`src/bba_pkg.sv`:
```
`timescale 1ns / 1ps
// ----------------------------------------------------------------------------
// bba_pkg: shared types and constants of the bitmap block allocator
// Command and status codes, controller states, result record and the
// width helpers that follow from the bitmap geometry.
// ----------------------------------------------------------------------------
package bba_pkg;

    // Default geometry
    localparam int DEF_MAX_BLOCKS = 4096;
    localparam int DEF_WORD_BITS  = 32;
    localparam int DEF_NUM_WORDS  = (DEF_MAX_BLOCKS + DEF_WORD_BITS - 1) / DEF_WORD_BITS;

    // Fixed field widths
    localparam int CFG_W = 13;
    localparam int IDX_W = 12;

    // Block count after reset
    localparam logic [CFG_W-1:0] CFG_RESET = 13'd4096;

    typedef enum logic {
        CMD_ALLOC = 1'b0,
        CMD_FREE  = 1'b1
    } cmd_t;

    typedef enum logic [1:0] {
        ST_OK            = 2'd0,
        ST_OUT_OF_BLOCKS = 2'd1,
        ST_DOUBLE_FREE   = 2'd2,
        ST_OUT_OF_RANGE  = 2'd3
    } status_t;

    typedef enum logic [1:0] {
        S_CLEAR,
        S_IDLE,
        S_SCAN
    } state_t;

    typedef struct packed {
        logic [IDX_W-1:0] result_index;
        status_t          status;
    } result_t;

    // Word address width, at least one bit
    function automatic int addr_width(input int n_words);
        return (n_words > 1) ? $clog2(n_words) : 1;
    endfunction

    // Width of block counts and word bases, with headroom for one word past
    // the end and for the 13-bit configured count
    function automatic int cnt_width(input int max_blocks, input int word_bits);
        int w;
        w = $clog2(max_blocks + 2 * word_bits);
        if (w < CFG_W)
            w = CFG_W;
        return w + 1;
    endfunction

endpackage

```
`src/bba_mem.sv`:
```
`timescale 1ns / 1ps
// ----------------------------------------------------------------------------
// bba_mem: bitmap word store
// Single write port, single read port, registered read data. The read data
// register holds its value in cycles without a read.
// ----------------------------------------------------------------------------
module bba_mem #(
    parameter int DEPTH = 128,
    parameter int WIDTH = 32,
    parameter int AW    = 7
) (
    input  logic             clk,
    input  logic             wr_en,
    input  logic [AW-1:0]    wr_addr,
    input  logic [WIDTH-1:0] wr_data,
    input  logic             rd_en,
    input  logic [AW-1:0]    rd_addr,
    output logic [WIDTH-1:0] rd_data
);

    logic [WIDTH-1:0] mem [DEPTH];

    // Write port
    always_ff @(posedge clk)
    begin
        if (wr_en)
            mem[wr_addr] <= wr_data;
    end

    // Read port
    always_ff @(posedge clk)
    begin
        if (rd_en)
            rd_data <= mem[rd_addr];
    end

endmodule

```
`src/bba_ctrl.sv`:
```
`timescale 1ns / 1ps
// ----------------------------------------------------------------------------
// bba_ctrl: allocator sequencer
// Clears the bitmap after reset, then walks the bitmap one word per cycle
// for each item: allocate looks for the lowest clear bit below the limit,
// free walks to the word that holds the block. The word is modified and
// written back in the cycle that the result is handed over.
// ----------------------------------------------------------------------------
module bba_ctrl #(
    parameter int MAX_BLOCKS = bba_pkg::DEF_MAX_BLOCKS,
    parameter int WORD_BITS  = bba_pkg::DEF_WORD_BITS,
    parameter int NW         = bba_pkg::DEF_NUM_WORDS,
    parameter int AW         = bba_pkg::addr_width(NW),
    parameter int CW         = bba_pkg::cnt_width(MAX_BLOCKS, WORD_BITS)
) (
    input  logic                         clk,
    input  logic                         rst_n,
    input  logic                         in_valid,
    output logic                         in_ready,
    input  bba_pkg::cmd_t                command,
    input  logic [bba_pkg::IDX_W-1:0]    block_index,
    input  logic [CW-1:0]                limit,
    input  logic                         slot_free,
    output logic                         done,
    output bba_pkg::result_t             result,
    output logic                         wr_en,
    output logic [AW-1:0]                wr_addr,
    output logic [WORD_BITS-1:0]         wr_data,
    output logic                         rd_en,
    output logic [AW-1:0]                rd_addr,
    input  logic [WORD_BITS-1:0]         rd_data
);

    import bba_pkg::*;

    localparam int SH_W = $clog2(WORD_BITS);
    localparam logic [AW-1:0] LAST_WORD = AW'(NW - 1);

    state_t               state_reg, state_next;
    cmd_t                 cmd_reg, cmd_next;
    logic [IDX_W-1:0]     idx_reg, idx_next;
    logic [AW-1:0]        word_reg, word_next;
    logic [CW-1:0]        base_reg, base_next;
    logic [AW-1:0]        chk_word_reg, chk_word_next;
    logic [CW-1:0]        chk_base_reg, chk_base_next;
    logic                 chk_vld_reg, chk_vld_next;

    logic [CW-1:0]        idx_ext;
    logic                 oor;
    logic                 issue;
    logic [CW-1:0]        rem;
    logic                 in_word;
    logic [SH_W-1:0]      off;
    logic [WORD_BITS-1:0] mask;
    logic [WORD_BITS-1:0] free_vec;
    logic                 found;
    logic [SH_W-1:0]      pos;
    logic                 finish;
    logic                 fin_wr;
    logic [WORD_BITS-1:0] fin_wdata;
    result_t              fin_res;

    // Word evaluation
    assign idx_ext  = CW'(idx_reg);
    assign oor      = (idx_ext >= limit);
    assign issue    = (base_reg < limit);
    assign rem      = limit - chk_base_reg;
    assign in_word  = (idx_ext < chk_base_reg + CW'(WORD_BITS));
    assign off      = SH_W'(idx_ext - chk_base_reg);
    assign free_vec = ~rd_data & mask;
    assign found    = |free_vec;

    // Bits of the checked word that lie below the limit
    always_comb
    begin
        for (int i = 0; i < WORD_BITS; i++)
            mask[i] = (CW'(i) < rem);
    end

    // Lowest free bit
    always_comb
    begin
        pos = '0;
        for (int i = WORD_BITS - 1; i >= 0; i--)
        begin
            if (free_vec[i])
                pos = SH_W'(i);
        end
    end

    // Completion decision
    always_comb
    begin
        finish                = 1'b0;
        fin_wr                = 1'b0;
        fin_wdata             = rd_data;
        fin_res.result_index  = '0;
        fin_res.status        = ST_OK;
        if (cmd_reg == CMD_FREE)
        begin
            if (oor)
            begin
                finish         = 1'b1;
                fin_res.status = ST_OUT_OF_RANGE;
            end
            else if (chk_vld_reg && in_word)
            begin
                finish = 1'b1;
                if (rd_data[off])
                begin
                    fin_wr    = 1'b1;
                    fin_wdata = rd_data & ~(WORD_BITS'(1) << off);
                end
                else
                    fin_res.status = ST_DOUBLE_FREE;
            end
        end
        else
        begin
            if (chk_vld_reg && found)
            begin
                finish               = 1'b1;
                fin_wr               = 1'b1;
                fin_wdata            = rd_data | (WORD_BITS'(1) << pos);
                fin_res.result_index = IDX_W'(chk_base_reg + CW'(pos));
            end
            else if (!chk_vld_reg && !issue)
            begin
                finish         = 1'b1;
                fin_res.status = ST_OUT_OF_BLOCKS;
            end
        end
    end

    // Next state
    always_comb
    begin
        state_next = state_reg;
        case (state_reg)
            S_CLEAR:
            begin
                if (word_reg == LAST_WORD)
                    state_next = S_IDLE;
            end
            S_IDLE:
            begin
                if (in_valid)
                    state_next = S_SCAN;
            end
            S_SCAN:
            begin
                if (finish && slot_free)
                    state_next = S_IDLE;
            end
            default:
                state_next = S_CLEAR;
        endcase
    end

    // Outputs and datapath
    always_comb
    begin
        in_ready      = 1'b0;
        done          = 1'b0;
        result        = fin_res;
        wr_en         = 1'b0;
        wr_addr       = chk_word_reg;
        wr_data       = fin_wdata;
        rd_en         = 1'b0;
        rd_addr       = word_reg;
        cmd_next      = cmd_reg;
        idx_next      = idx_reg;
        word_next     = word_reg;
        base_next     = base_reg;
        chk_word_next = chk_word_reg;
        chk_base_next = chk_base_reg;
        chk_vld_next  = chk_vld_reg;
        case (state_reg)
            S_CLEAR:
            begin
                wr_en     = 1'b1;
                wr_addr   = word_reg;
                wr_data   = '0;
                word_next = (word_reg == LAST_WORD) ? '0 : word_reg + AW'(1);
            end
            S_IDLE:
            begin
                in_ready     = 1'b1;
                cmd_next     = command;
                idx_next     = block_index;
                word_next    = '0;
                base_next    = '0;
                chk_vld_next = 1'b0;
            end
            S_SCAN:
            begin
                if (finish)
                begin
                    // Hold everything while the output slot is taken
                    if (slot_free)
                    begin
                        done         = 1'b1;
                        wr_en        = fin_wr;
                        chk_vld_next = 1'b0;
                    end
                end
                else
                begin
                    rd_en         = issue;
                    chk_word_next = word_reg;
                    chk_base_next = base_reg;
                    chk_vld_next  = issue;
                    if (issue)
                    begin
                        word_next = word_reg + AW'(1);
                        base_next = base_reg + CW'(WORD_BITS);
                    end
                end
            end
            default:
            begin
                chk_vld_next = 1'b0;
            end
        endcase
    end

    // Control registers
    always_ff @(posedge clk or negedge rst_n)
    begin
        if (!rst_n)
        begin
            state_reg   <= S_CLEAR;
            word_reg    <= '0;
            chk_vld_reg <= 1'b0;
        end
        else
        begin
            state_reg   <= state_next;
            word_reg    <= word_next;
            chk_vld_reg <= chk_vld_next;
        end
    end

    // Item and scan position registers
    always_ff @(posedge clk)
    begin
        cmd_reg      <= cmd_next;
        idx_reg      <= idx_next;
        base_reg     <= base_next;
        chk_word_reg <= chk_word_next;
        chk_base_reg <= chk_base_next;
    end

`ifndef NO_ASSERTIONS
    // A write-back never overlaps a read of the next word
    a_no_rw_overlap: assert property (@(posedge clk) disable iff (!rst_n)
        (wr_en && state_reg == S_SCAN) |-> !rd_en)
        else $error("bba_ctrl: read issued in write-back cycle");

    // Reads stay inside the bitmap
    a_rd_in_range: assert property (@(posedge clk) disable iff (!rst_n)
        rd_en |-> (rd_addr <= LAST_WORD))
        else $error("bba_ctrl: read beyond last bitmap word");

    // A finished item returns the sequencer to idle
    a_done_to_idle: assert property (@(posedge clk) disable iff (!rst_n)
        done |=> (state_reg == S_IDLE && !chk_vld_reg))
        else $error("bba_ctrl: sequencer not idle after result");

    // A stalled result keeps the checked word steady
    a_stall_hold: assert property (@(posedge clk) disable iff (!rst_n)
        (state_reg == S_SCAN && finish && !slot_free) |=> $stable(rd_data))
        else $error("bba_ctrl: checked word changed during stall");
`endif

endmodule

```
`src/bitmap_block_allocator.sv`:
```
`timescale 1ns / 1ps
// ----------------------------------------------------------------------------
// bitmap_block_allocator: first-fit bitmap block allocator
// Allocates the lowest free block below the configured count, frees a given
// block, and reports out of blocks, double free and out of range.
// ----------------------------------------------------------------------------
//  channel   signals                                   direction
//  input     in_valid/in_ready, command, block_index   in
//  output    out_valid/out_ready, result_index, status out
//  config    cfg_wr_en, cfg_wr_data                    in, write only
//
//  After reset a clearing pass writes every bitmap word, one per cycle
//  (NUM_WORDS words, 128 with the defaults); no item is accepted meanwhile.
//  An item walks the bitmap one word per cycle through the single read port;
//  allocate reads up to the word of the block found, or every word below the
//  count when none is free (no word for a count of zero); free reads up to
//  the word that holds the block; out of range reads no word.
//  The result waits in an output register; a new item is accepted meanwhile
//  and its scan stalls at completion until the register is taken.
// ----------------------------------------------------------------------------
module bitmap_block_allocator #(
    parameter int MAX_BLOCKS = bba_pkg::DEF_MAX_BLOCKS,
    parameter int WORD_BITS  = bba_pkg::DEF_WORD_BITS
) (
    input  logic                       clk,
    input  logic                       rst_n,
    input  logic                       in_valid,
    output logic                       in_ready,
    input  logic                       command,
    input  logic [bba_pkg::IDX_W-1:0]  block_index,
    output logic                       out_valid,
    input  logic                       out_ready,
    output logic [bba_pkg::IDX_W-1:0]  result_index,
    output logic [1:0]                 status,
    input  logic                       cfg_wr_en,
    input  logic [bba_pkg::CFG_W-1:0]  cfg_wr_data
);

    import bba_pkg::*;

    localparam int NW = (MAX_BLOCKS + WORD_BITS - 1) / WORD_BITS;
    localparam int AW = addr_width(NW);
    localparam int CW = cnt_width(MAX_BLOCKS, WORD_BITS);

    logic [CFG_W-1:0]     total_blocks_reg, total_blocks_next;
    logic                 out_valid_reg, out_valid_next;
    result_t              res_reg, res_next;

    logic [CW-1:0]        limit;
    logic                 slot_free;
    logic                 done;
    result_t              result;
    logic                 wr_en;
    logic [AW-1:0]        wr_addr;
    logic [WORD_BITS-1:0] wr_data;
    logic                 rd_en;
    logic [AW-1:0]        rd_addr;
    logic [WORD_BITS-1:0] rd_data;

    // Block count register; the limit taken from it is saturated to capacity
    assign total_blocks_next = cfg_wr_en ? cfg_wr_data : total_blocks_reg;
    assign limit = (CW'(total_blocks_reg) > CW'(MAX_BLOCKS)) ?
                   CW'(MAX_BLOCKS) : CW'(total_blocks_reg);

    // Output register
    assign slot_free = !out_valid_reg || out_ready;

    always_comb
    begin
        out_valid_next = out_valid_reg;
        res_next       = res_reg;
        if (done)
        begin
            out_valid_next = 1'b1;
            res_next       = result;
        end
        else if (out_ready)
            out_valid_next = 1'b0;
    end

    always_ff @(posedge clk or negedge rst_n)
    begin
        if (!rst_n)
        begin
            total_blocks_reg <= CFG_RESET;
            out_valid_reg    <= 1'b0;
        end
        else
        begin
            total_blocks_reg <= total_blocks_next;
            out_valid_reg    <= out_valid_next;
        end
    end

    always_ff @(posedge clk)
    begin
        res_reg <= res_next;
    end

    assign out_valid    = out_valid_reg;
    assign result_index = res_reg.result_index;
    assign status       = res_reg.status;

    // Sequencer
    bba_ctrl #(
        .MAX_BLOCKS (MAX_BLOCKS),
        .WORD_BITS  (WORD_BITS),
        .NW         (NW),
        .AW         (AW),
        .CW         (CW)
    ) u_ctrl (
        .clk         (clk),
        .rst_n       (rst_n),
        .in_valid    (in_valid),
        .in_ready    (in_ready),
        .command     (cmd_t'(command)),
        .block_index (block_index),
        .limit       (limit),
        .slot_free   (slot_free),
        .done        (done),
        .result      (result),
        .wr_en       (wr_en),
        .wr_addr     (wr_addr),
        .wr_data     (wr_data),
        .rd_en       (rd_en),
        .rd_addr     (rd_addr),
        .rd_data     (rd_data)
    );

    // Bitmap store
    bba_mem #(
        .DEPTH (NW),
        .WIDTH (WORD_BITS),
        .AW    (AW)
    ) u_mem (
        .clk     (clk),
        .wr_en   (wr_en),
        .wr_addr (wr_addr),
        .wr_data (wr_data),
        .rd_en   (rd_en),
        .rd_addr (rd_addr),
        .rd_data (rd_data)
    );

endmodule
```
`config.mk`:
```
export PLATFORM = sky130hd
export DESIGN_NAME = bitmap_block_allocator
export DESIGN_NICKNAME = d
export VERILOG_FILES = /design/src/bba_pkg.sv /design/src/bba_mem.sv /design/src/bba_ctrl.sv /design/src/bitmap_block_allocator.sv
export SDC_FILE = /design/constraint.sdc
export NUM_CORES = 2
export LEC_CHECK = 0
export BUFFER_PORTS_ARGS = -buffer_cell sky130_fd_sc_hd__buf_2
export CAP_MARGIN = 20
export CORE_MARGIN = 1
export CORE_UTILIZATION = 61
export CTS_BUF_LIST = sky130_fd_sc_hd__clkbuf_8
export DETAILED_ROUTE_END_ITERATION = 10
export PLACE_DENSITY = 0.77
export RECOVER_POWER = 25
export SYNTH_ARGS = -nofsm -noshare
export SYNTH_HDL_FRONTEND = slang
export SYNTH_HIERARCHICAL = 1
export SYNTH_SLANG_ARGS = --single-unit
export TNS_END_PERCENT = 20
```
`constraint.sdc`:
```
create_clock -name clk -period 15 [get_ports clk]
set_clock_uncertainty 0.1 [all_clocks]
set_input_delay 0.75 -clock clk [delete_from_list [all_inputs] [get_ports clk]]
set_output_delay 0.75 -clock clk [all_outputs]
set_load 0.01 [all_outputs]
```
Word level (Yosys, flattened, before mapping)
Memory sizes are Yosys's and may differ from the RTL's. A register that Yosys moved wholly into a read port is not among the register bits.
Index checks and enable logic that the tools add are counted.
Widths: inputs -> output; s select.
{"block": "word_totals", "ff_bits": 86, "inputBits": 31, "out_inout_bits": 16, "memories": 1, "mem_bits_rw": 4096, "wordCells": 179}
{"block": "op_classes", "n_shift": 2, "n_bitwise": 8, "n_addsub": 6, "magnitude_cmp": 37, "n_eq_ne": 9, "n_reduce_logical": 19, "muxes": 85}
{"name": "u_mem.mem", "depth": 128, "word_bits": 32, "read_ports": 1, "rd_ports_with_merged_regs": 1, "write_ports": 1, "line": "bba_mem.sv:21", "rtl": "logic [WIDTH-1:0] mem [DEPTH];"}
{"operator": "$lt 5x14->1 const A", "n": 16}
{"operator": "$mux 32", "n": 6}
{"operator": "$mux 5", "n": 32}
{"operator": "$lt 4x14->1 const A", "n": 8}
{"operator": "$and 32x32->32", "n": 2}
{"operator": "$not 32->32", "n": 2}
{"operator": "$shl 1x5->32 const A", "n": 2}
{"operator": "$lt 3x14->1 const A", "n": 4}
{"operator": "$or 32x32->32", "n": 1}
{"operator": "$reduce_or 32->1", "n": 1}
{"operator": "$add 14x6->14 const B", "n": 2}
{"operator": "$lt 1x14->1 const A", "n": 2}
{"operator": "$lt 2x14->1 const A", "n": 2}
{"operator": "$mux 14", "n": 2}
{"operator": "$mux 7", "n": 4}
{"operator": "$pmux 14 s2", "n": 1}
{"operator": "$mux 1", "n": 27}
{"operator": "$pmux 7 s3", "n": 1}
{"operator": "$lt 12x14->1", "n": 1}
{"operator": "$lt 14x13->1", "n": 1}
{"operator": "$mux 2", "n": 7}
{"operator": "$sub 13x14->14", "n": 1}
{"operator": "$ge 12x13->1", "n": 1}
{"operator": "$gt 13x13->1 const B", "n": 1}
{"operator": "other kinds (24)", "n": 39}

Logic depth before layout (Yosys ltp)
{"block": "depth", "word_depth": 42, "ltp_mapped": 20}

Cells and area by module
The synthesis kept the hierarchy.
{"mod": "bba_mem", "instances": 1, "cells_each": 5990, "area_each_um2": 156596.4}
{"mod": "bba_ctrl", "instances": 1, "cells_each": 671, "area_each_um2": 5693.0}
{"mod": "bitmap_block_allocator", "instances": 1, "cells_each": 59, "area_each_um2": 1067.3}

Worst setup path after synthesis
Ideal clock, no wire load.
{"block": "synth_path", "path_type": "register to register", "from": "reg total_blocks_reg[12]", "to": "mem u_mem.mem[0][15] (data pin)", "path_stages_with_launch": 18, "path_buffers": 4, "path_slack_ns": 4.499, "t_required_ns": 13.579, "arrival_ns": 9.080, "cell_sequence": "dfstp_2 > buf_2 > nor2b_1 > ha_1 > a21o_1 > a2111oi_0 > mux2i_1 > and4_1 > buf_4 > buf_6 > a31oi_1 > nor2_1 > a2111o_1 > a311o_1 > nand2_1 > buf_4 > a31oi_1 > a311oi_1"}
{"block": "synth_via", "elab_chain_len": 42, "word_cells_on_any_way": 77}
{"item": "start, declared", "line": "bitmap_block_allocator.sv:45", "rtl": "logic [CFG_W-1:0] total_blocks_reg, total_blocks_next;"}
{"item": "start signal, assigned", "line": "bitmap_block_allocator.sv:90", "rtl": "total_blocks_reg <= total_blocks_next;"}
{"item": "$gt 13x13->1 (*)", "line": "bitmap_block_allocator.sv:62", "rtl": "assign limit = (CW'(total_blocks_reg) > CW'(MAX_BLOCKS)) ?"}
{"item": "$mux 13 (*)", "line": "bitmap_block_allocator.sv:62"}
{"item": "net limit[9]", "line": "bitmap_block_allocator.sv:49", "rtl": "logic [CW-1:0] limit;"}
{"item": "$sub 13x14->14", "line": "bba_ctrl.sv:67", "rtl": "assign rem = limit - chk_base_reg;"}
{"item": "$lt 5x14->1", "line": "bba_ctrl.sv:77", "rtl": "mask[i] = (CW'(i) < rem);"}
{"item": "$and 32x32->32", "line": "bba_ctrl.sv:70", "rtl": "assign free_vec = ~rd_data & mask;"}
{"item": "$mux 5 (32 in a row)", "line": "bba_ctrl.sv:86", "rtl": "if (free_vec[i])"}
{"item": "$shl 1x5->32", "line": "bba_ctrl.sv:124", "rtl": "fin_wdata = rd_data | (WORD_BITS'(1) << pos);"}
{"item": "$or 32x32->32", "line": "bba_ctrl.sv:124"}
{"item": "$mux 32", "line": "bba_ctrl.sv:120", "rtl": "if (chk_vld_reg && found)"}
{"item": "$mux 32 (*)", "line": "bba_ctrl.sv:99", "rtl": "if (cmd_reg == CMD_FREE)"}
{"item": "$mux 32 (*)", "line": "bba_ctrl.sv:178", "rtl": "case (state_reg)"}
{"item": "net wr_data[15]", "line": "bitmap_block_allocator.sv:55", "rtl": "logic [WORD_BITS-1:0] wr_data;"}
{"item": "end, declared", "line": "bba_mem.sv:21"}
Mark *: on every way through the listed nets, which the timed path passes. The rest lies on a longest branch.

Worst setup path in the final report
{"block": "layout_path", "from": "reg total_blocks_reg[12]", "to": "mem u_mem.mem[77][18] (data pin)"}
The elaborated chain is that of the path after synthesis.

==> flow_summary.toml <==
[status]
status = "complete, but fails checks"
violations = "capacitance limit, slew limit"

[clock_network]
htree_num_levels = 6
clock_path_buffers = 4
cts.sinks = 4204
tritoncts = "done"
root_buffer = "clkbuf_8"
cts.clk_slew.worst_paths_ns = 0.06
post_cts_buffers = 0
cts_made_buffers = 634
clkLatencyLatePin_ns = 1.10

[placed_design]
placed_area_sq_um = 170000
dp_hpwl_microns = 248000
gp_congestion = 0.946
io_buffers = 46

[sta]
hold_viol = 0
tightestPinTransition_ns = 5.37
period_share_pct = 75.8
finalSetupViolations = 0
maxSlewHeadroom_pct = -262
fin_crit_ns = 11.38
drv_slew = 2483
final.setup.tns_ns = 0
clock.fmax_mhz = 87.9
grt_setup_unrepaired = "no"

[synthesis]
synth_fa_ha_area_share_pct = 0.329
ys_warn_count = 6
synth_top_family_by_area = "multiplexers"
synth-seq-cells = 4204
syn_area_sq_um = 163000
synth_compound_area_share_pct = 1.01
synthArstFlopShare_pct = 0.571
yosys.area_share.simple_pct = 1.25
syn_inst = 6720
ys_seq_area_share_pct = 77.2
ys.flop_type = "edfxtp_1"
synthDistinctLibCells = 88
muxShareOfSynthArea_pct = 19.1
synthXorXnorAreaFrac_pct = 0.0804
synth_edf_count = 4180
avgSynthCellArea_sq_um = 24.3

[setup_path]
crit_fanout = 64
path_common_cell = "nand3_1"
cp-end-kind = "flop"
critPathMaxStageDelay_ns = 3.95
crit_type = "flop to flop"
slowest_stage = "o21ai_0"
cp-start-kind = "flop"
critical_path_arrival_ns = 11.98
crit_chain = "nor2b_1, ha_1, o211ai_1, a21oi_1, nor4_1, o21a_1, a31oi_1, a2111o_1, a211oi_1, o2111ai_1, nand3_1, nand3_1, o21ai_0, buf_4"
required_ns = 15.60

[floorplanning]
rows = 189
coreArea_sq_um = 266000
io_pins = 47
start_util_pct = 61.5
die_x_microns = 519
die_h_microns = 519
dieArea_sq_um = 270000

[layout]
finish.utilization_pct = 68.2
nFillCells = 15300
nets = 7357
final_common_cell = "edfxtp_1"
syn2layout_area_growth_pct = 10.9
stdcell_area_sq_um = 181000
final_cell_mix = "edfxtp_1, mux4_2, clkbuf_8"
largest_register_ffs = 4096
drive_gt1_share_pct = 32.0

[route]
drc = 0
vias = 78900
drt_pass1_iterations = 6
drt-total-wl_microns = 417000
ant_nets = 0
vias_per_cell = 6.98
post_drt_wl_per_cell_microns = 36.9
drt_iter0_markers = 12800

[global_routing]
grt_pass1_vias = 77100
grt_usage_pct = 31.1
grt_pass1_wl_microns = 580000
grt_max_degree = 123
grt_remaining_overflow = 0
antenna_found_initial = 40

[pwr]
pwr_density_cell_nw_per_um2 = 118
p_leak_nw = 51.0
power.ir.vdd_worst_mv = 0.0713

[job]
maxCapViolations = 52

[worst_hold_path]
min_path_type = "input pin to flop"
-- kinds of logic (layout without fill, tap and decap cells) --
| family | count (synthesis) | count (layout) |
|---|---|---|
| flops | 4204 | 4204 |
| mux | 1411 | 1411 |
| simple gates | 418 | 418 |
| buf+inv | 405 | 1442 |
| compound gates | 223 | 223 |
| fa+ha+maj | 43 | 43 |
| xor+xnor | 15 | 15 |
| other cells | 1 | 17 |
-- worst max-delay path, delay by kind of cell (launching register included) --
kind	cells	cell delay (ns)
compound gates	8	7.06
fa+ha+maj	1	0.39
buf+inv	1	1.07
flops	1	0.89
simple gates	4	1.32
-- timing repair --
action / 4_1_cts / 5_1_grt
hold buffers: 32 / 0
gates resized for setup: 0 / 0
endpoints found under the hold margin: 52 / 0
-- area by class of cell --
type / instances / area, sq um / area share (%)
Sequential cell: 4204 / 126000 / 69.6
Timing Repair Buffer: 278 / 2550 / 1.41
Antenna cell: 14 / 35.0 / 0.0193
Inverter: 52 / 195 / 0.108
Multi-Input combinational cell: 2113 / 36500 / 20.2
Clock buffer: 647 / 8900 / 4.92
Clock inverter: 465 / 2380 / 1.31
Tap cell: 3533 / 4420 / 2.44
-- stage by stage --
| step | instances | worst slack [ns] | total power, W | hold WS, ns |
|---|---|---|---|---|
| 6_report | 11300 | 3.62 | 0.0213 | 0.0536 |
| 3_5_place_dp | 10100 | 7.27 | 0.0130 | 0.388 |
| 5_1_grt | 11300 | 3.59 | 0.0219 | 0.0549 |
| 3_3_place_gp | 10100 | 7.24 | 0.0130 | 0.384 |
| 4_1_cts | 11300 | 7.22 | 0.0214 | 0.00312 |
| 2_1_floorplan | 6722 | 4.50 | 0.0130 | 0.354 |
-- synth_stat cells (4+ instances only) --
cell type / n / share of area, %
edfxtp_1: 4180 / 77
a311oi_1: 10 / 0.054
o211a_1: 4 / 0.025
nor3_1: 23 / 0.070
o31ai_1: 5 / 0.023
o21ai_0: 25 / 0.077
nor2b_1: 28 / 0.11
mux2_2: 42 / 0.29
xnor2_1: 9 / 0.048
inv_1: 52 / 0.12
and3_1: 12 / 0.046
buf_4: 6 / 0.028
a41o_1: 4 / 0.025
a31oi_1: 24 / 0.092
a211oi_1: 15 / 0.069
nor4_1: 4 / 0.015
buf_6: 7 / 0.048
o21ai_1: 4 / 0.012
mux2_4: 10 / 0.092
o21a_1: 8 / 0.037
a31o_2: 5 / 0.027
nand2b_1: 13 / 0.050
a221oi_1: 7 / 0.038
a21o_1: 14 / 0.064
mux4_2: 1354 / 19
a21oi_1: 38 / 0.12
buf_2: 86 / 0.26
dfrtp_1: 23 / 0.35
or3_1: 10 / 0.038
nand3b_1: 4 / 0.018
clkbuf_1: 201 / 0.46
mux2i_1: 5 / 0.031
ha_1: 43 / 0.33
o21bai_1: 5 / 0.023
xor2_1: 6 / 0.032
nand4_1: 17 / 0.065
nor2_1: 173 / 0.40
and2_1: 10 / 0.038
buf_1: 52 / 0.12
nand2_1: 61 / 0.14
nand3_1: 42 / 0.13
-- power by group --
group | switching [W] | internal [W] | total (W)
logic | 0.0000496 | 0.0000306 | 0.0000803
clock network | 0.00428 | 0.00421 | 0.00849
registers | 0.00000327 | 0.0127 | 0.0127
-- metal layers --
layer / vias to the layer above / global-route usage, % / wire (microns)
met1: 41600 / 46.0 / 150000
met2: 6026 / 44.4 / 186000
li1: 30500 / - / -
met5: - / 0 / 83
met4: 12 / 12.1 / 17500
met3: 783 / 9.48 / 64000
-- worst paths after layout --
kind | endpoint | from | depth (start not counted) | slack (ns)
setup / recovery | u_mem/mem[77][18] | total_blocks_reg[12] | 14 | 3.62
hold / removal | total_blocks_reg[8] | cfg_wr_en | 2 | 0.05
setup reg to reg | u_mem/mem[77][18] | total_blocks_reg[12] | 14 | 3.62
hold reg to reg | total_blocks_reg[7] | total_blocks_reg[7] | 1 | 0.38
max in group asynchronous | u_ctrl/rd_addr[3] | rst_n | 2 | 13.14
min in group asynchronous | total_blocks_reg[10] | rst_n | 2 | 0.52
No activity file was read; power rests on OpenSTA's default activity.
